<file path="config.mk">
export PLATFORM = sky130hd
export DESIGN_NAME = bpc_div
export DESIGN_NICKNAME = d
export VERILOG_FILES = /design/src/rtl/bpc_pkg.sv /design/src/rtl/bpc_div.sv
export SDC_FILE = /design/constraint.sdc
export NUM_CORES = 1
export LEC_CHECK = 0
export ABC_AREA = 1
export BUFFER_PORTS_ARGS = -buffer_cell sky130_fd_sc_hd__buf_2
export CAP_MARGIN = 40
export CELL_PAD_IN_SITES_DETAIL_PLACEMENT = 1
export CELL_PAD_IN_SITES_GLOBAL_PLACEMENT = 1
export CORE_UTILIZATION = 42
export CTS_BUF_LIST = sky130_fd_sc_hd__clkbuf_8
export CTS_CLUSTER_SIZE = 24
export DETAILED_ROUTE_END_ITERATION = 10
export PLACE_DENSITY_LB_ADDON = 0.1
export SLEW_MARGIN = 20
export SYNTH_ARGS = -nofsm -noshare
export SYNTH_HDL_FRONTEND = slang
export SYNTH_SLANG_ARGS = --single-unit
</file>
<file path="constraint.sdc">
create_clock -name clk -period 3.2 [get_ports clk]
set_input_delay 0.32 -clock clk [delete_from_list [all_inputs] [get_ports clk]]
set_output_delay 0.32 -clock clk [all_outputs]
set_load 0.01 [all_outputs]
</file>
<file path="src/rtl/bpc_pkg.sv">
// Shared types, constants and the ease table for the breakpoint curve evaluator.
// Used by bpc_cell, bpc_div and breakpoint_curve_table_eval; depends on nothing.
package bpc_pkg;

	localparam int MAX_POINTS = 16;
	localparam int IDX_W      = $clog2(MAX_POINTS);
	localparam int CNT_W      = $clog2(MAX_POINTS + 1);
	localparam int EASE_DEPTH = 256;
	localparam int EASE_W     = $clog2(EASE_DEPTH + 1);

	localparam logic [15:0] Q_ONE       = 16'hFFFF;
	localparam logic [63:0] HALF_PI_Q30 = 64'd1686629713;
	localparam logic [63:0] Q30_ONE     = 64'd1073741824;

	// request codes
	localparam logic [1:0] REQ_EVAL   = 2'd0;
	localparam logic [1:0] REQ_ADD    = 2'd1;
	localparam logic [1:0] REQ_REMOVE = 2'd2;
	localparam logic [1:0] REQ_MOVE   = 2'd3;

	// status codes
	localparam logic [1:0] ST_DONE    = 2'd0;
	localparam logic [1:0] ST_CLOSE   = 2'd1;
	localparam logic [1:0] ST_FULL    = 2'd2;
	localparam logic [1:0] ST_IGNORED = 2'd3;

	// configuration register indexes
	localparam logic [1:0] CFG_INTERP_MODE = 2'd0;
	localparam logic [1:0] CFG_MIN_GAP     = 2'd1;

	// per-cell edit controls
	typedef struct packed {
		logic load_new;
		logic take_left;
		logic take_right;
	} cell_ctl_t;

	// per-cell compare results against the key
	typedef struct packed {
		logic le;
		logic lt;
		logic close;
	} cell_flags_t;

	// Taylor divisors (2n)(2n+1)
	localparam logic [7:0] TERM_DIV [1:7] = '{8'd6, 8'd20, 8'd42, 8'd72, 8'd110, 8'd156,
		8'd210};

	typedef logic [15:0] ease_rom_t [EASE_DEPTH+1];

	// squared sine quarter wave, built at elaboration
	function automatic ease_rom_t build_ease_rom();
		ease_rom_t   rom;
		logic [63:0] a;
		logic [63:0] sum;
		logic [63:0] term;
		logic [63:0] sq;
		for (int k = 0; k <= EASE_DEPTH; k++) begin
			a    = HALF_PI_Q30 * 64'(k) / EASE_DEPTH;
			sum  = a;
			term = a;
			for (int n = 1; n <= 7; n++) begin
				term = (term * a) >> 30;
				term = (term * a) >> 30;
				term = term / 64'(TERM_DIV[n]);
				if (n % 2 == 1) begin
					sum = (term > sum) ? 64'd0 : sum - term;
				end else begin
					sum = sum + term;
				end
			end
			if (sum > Q30_ONE) begin
				sum = Q30_ONE;
			end
			sq     = (sum * sum) >> 30;
			rom[k] = 16'((sq * 64'(Q_ONE) + (Q30_ONE >> 1)) >> 30);
		end
		return rom;
	endfunction

	localparam ease_rom_t EASE_ROM = build_ease_rom();

	// floor(s / 65535) for s below 2^32 + 2^16
	function automatic logic [15:0] div_q_one(input logic [32:0] s);
		logic [16:0] qe;
		logic [17:0] r;
		logic [16:0] q;
		qe = s[32:16];
		r  = 18'(s[15:0]) + 18'(qe);
		q  = qe + 17'(r >= 18'(Q_ONE)) + 17'(r >= 18'({Q_ONE, 1'b0}));
		return q[15:0];
	endfunction

endpackage

</file>
<file path="src/rtl/bpc_div.sv">
// Restoring divider, one quotient bit a cycle, for a quotient below 2^16.
// Depends on bpc_pkg.
module bpc_div (
	input  logic        clk,
	input  logic        arst_n,
	input  logic        start,
	input  logic [31:0] num,
	input  logic [15:0] den,
	output logic        done,
	output logic [15:0] quo
);
	import bpc_pkg::*;

	logic        run_q;
	logic        done_q;
	logic [3:0]  cnt_q;
	logic [15:0] rem_q;
	logic [15:0] low_q;
	logic [15:0] quo_q;
	logic [15:0] den_q;
	logic [16:0] trial;
	logic        fits;

	assign trial = {rem_q, low_q[15]};
	assign fits  = trial >= 17'(den_q);

	// control
	always_ff @(posedge clk or negedge arst_n) begin
		if (!arst_n) begin
			run_q  <= 1'b0;
			done_q <= 1'b0;
			cnt_q  <= '0;
		end else begin
			done_q <= 1'b0;
			if (start) begin
				run_q <= 1'b1;
				cnt_q <= '0;
			end else if (run_q) begin
				cnt_q <= cnt_q + 4'd1;
				if (cnt_q == 4'd15) begin
					run_q  <= 1'b0;
					done_q <= 1'b1;
				end
			end
		end
	end

	// datapath
	always_ff @(posedge clk) begin
		if (start) begin
			rem_q <= num[31:16];
			low_q <= num[15:0];
			den_q <= den;
		end else if (run_q) begin
			rem_q <= fits ? 16'(trial - 17'(den_q)) : trial[15:0];
			low_q <= {low_q[14:0], 1'b0};
			quo_q <= {quo_q[14:0], fits};
		end
	end

	assign done = done_q;
	assign quo  = quo_q;

endmodule

</file>
==> run summary <==
status: complete, no violations
Hold Path Class: input pin to register
leading cell types in the layout, fill and taps excluded: 177 x nand2_1, 67 x buf_2, 65 x inv_1, 64 x edfxtp_1, 38 x nand3_1
Clk pwr share: 0.222
residual DRC count: 0
Crit path arrival time: 2550 ps
largest net degree at the start of global routing: 52
worst r2r dst: rem_q[14]
syn_nets: 530
CTS max path bufs: 2
setup bufs post-CTS: 0
capture point of the worst path: rem_q[14]
Vias: 3,226
H-tree levels: 3
power density cells: 791 mW/mm^2
insertion delay to the later sink of the worst-skew pair: 350 ps
Peak VDD IR: 290 uV
antenna violations before repair: 0
Synth-to-Final Area Change: 16.5%
Reg2Reg Launch Point: low_q[15]
commonest non-fill, non-tap cell in the layout: nand2_1
Top Ports: 68
die footprint: 0.0100 sq mm
Final GP Congestion: 0.894
Clock transition at path regs: 90 ps
first-pass GRT wire length: 16.6 mm
Cells after Synth: 461
Mapped Avg Cell Area: 8.75 sq um
antenna-violating nets left: 0
RSZ-0062 raised after global routing: false
Die X: 100 um
Syn. warnings: 0
Clock Skews: 11.5 ps
Sw Share: 0.403
Port Buffers: 67
Row Count: 35
DP HPWL: 7.35 mm
Iter 0 DRT Violations: 155
CTS resizes: 0
Starting Density: 0.434
logic gate share of total power: 0.436
Nets: 603
Worst Setup SP: low_q[15]
Final Hold Viols: 0
Yosys cell types: 33
cell count of the worst reg-to-reg path: 14
via density per instance: 4.83
Max FO, Critical Path: 4
Final Critical Period: 2440 ps
fill count: 1,153
Post-CTS Hold Fix Bufs: 1
R2R Setup Slk: 760 ps
Die Y: 100 um
core region area: 0.00928 sq mm
Post-Syn Area: 0.00403 sq mm
CP required: 3310 ps
Seq cells post-synth: 70
routed wire length: 9.85 mm
sequential area share after synthesis: 0.514
Pint: 2.22 mW
share of layout cells above drive strength 1: 0.204
startpoint types: register
Worst-Margin Slew: 618 ps
total CTS buffers: 9
wire per inst: 14.7 um
gr ovfl total: 0
Flop pwr share: 0.341
# setup viols final: 0
first drt pass iteration count: 5
crit path kind: register to register
clock tree from TritonCTS: yes
vias in the first global route: 3,428
post-layout utilization of the core: 0.506
Slew HR: 0.587
critical path endpoint category: register
fmax: 409 MHz
Psw: 1.50 mW
Final Cycle Share: 0.763
gr usage total: 0.218
setup total negative slack: 0 ps
P_leak: 2.37 nW
Clock Sink Count: 70
Maximum Capacitance Violations: 0
Slew Limit Fails: 0
Ant. Diodes: 0
Clock Root Buffer: clkbuf_8
Total Power: 3.71 mW
[power groups by stage]
stage | Clock, mW | Combinational [mW] | Sequential, mW
2_1_floorplan | 0 | 1.26 | 1.27
3_3_place_gp | 0 | 1.58 | 1.28
3_5_place_dp | 0 | 1.61 | 1.29
4_1_cts | 0.850 | 1.63 | 1.27
5_1_grt | 0.884 | 1.85 | 1.29
6_report | 0.826 | 1.62 | 1.27
[metal layers]
| layer | vias to the layer above | share of wire | global-route usage |
|---|---|---|---|
| li1 | 1621 | - | - |
| met1 | 1545 | 0.49 | 0.295 |
| met2 | 52 | 0.47 | 0.360 |
| met3 | 8 | 0.029 | 0.0411 |
| met4 | 0 | 0.010 | 0.0624 |
| met5 | - | 0 | 0 |
[worst max-delay path, cell delays in order, from the launching register on]
cell and delay (ps):
edfxtp_1 380, inv_1 90, ha_1 220, inv_1 110, fa_1 470, nand3_1 120, nand3_1 180, nand2_1 110
nand2_1 90, nand2_1 90, nand2_1 60, nand2_1 70, nand3_1 100, nand2_1 90, nand2_1 40
[kinds of logic after synthesis]
kind of cell,after synthesis,share of synthesized area
xor gates and xnor gates,7,0.0152
and+or+nand+nor,276,0.309
DFF,70,0.514
AOI/OAI and AO/OA,12,0.0158
adders and majority gates,18,0.0577
buffers and inverters,78,0.0881
[layout make-up]
cell class | instances | area [sq um] | share of cell area
clock buffer | 9 | 124 | 0.0264
multi-input combinational | 313 | 1610 | 0.342
tap | 129 | 161 | 0.0344
inverter | 68 | 255 | 0.0543
timing repair buffer | 72 | 375 | 0.0799
clock inverter | 7 | 105 | 0.0224
sequential | 70 | 2070 | 0.441
[worst min path at each step]
stage	start	endpoint	slack [ps]	cells past startpoint
global route	den[6]	den_q[6]	120	1
global placement	arst_n	done	150	1
detailed placement	arst_n	done	160	1
floorplan	arst_n	cnt_q[0]	20	0
finish	den[3]	den_q[3]	140	1
CTS	den[8]	den_q[8]	120	1
[flip-flops by register name (all words and copies together), names as in the netlist]
signal and cells:
done 1, quo 16, low_q 16, cnt_q 4, den_q 16, run_q 1
rem_q 16
[synth_stat cells, drive strengths merged]
| cell type | count | area, sq um |
|---|---|---|
| clkinv | 1 | 3.75 |
| a31oi | 1 | 6.26 |
| nor3 | 6 | 41.3 |
| nand3b | 12 | 90.1 |
| o21bai | 1 | 7.51 |
| inv | 67 | 251 |
| xnor2 | 5 | 43.8 |
| o21ai | 1 | 5.00 |
| clkbuf | 6 | 52.6 |
| nor2 | 22 | 108 |
| buf | 4 | 47.5 |
| xor2 | 2 | 17.5 |
| and2 | 1 | 6.26 |
| dfrtp | 6 | 150 |
| a21oi | 9 | 45.0 |
| nand3 | 39 | 200 |
| nand2 | 190 | 764 |
| nand4 | 5 | 31.3 |
| edfxtp | 64 | 1920 |
| or2 | 1 | 6.26 |
| fa | 1 | 20.0 |
| ha | 17 | 213 |
[through the flow]
stage	cell area [sq um]	hold WS, ps	cells	worst slack, ps
2_1_floorplan	4030	24.4	461	1180
6_report	4700	136	668	758
4_1_cts	4700	118	668	754
3_3_place_gp	4460	152	651	840
3_5_place_dp	4460	155	651	777
5_1_grt	4700	117	668	563
Note: power is estimated with default switching activity, not from simulation.
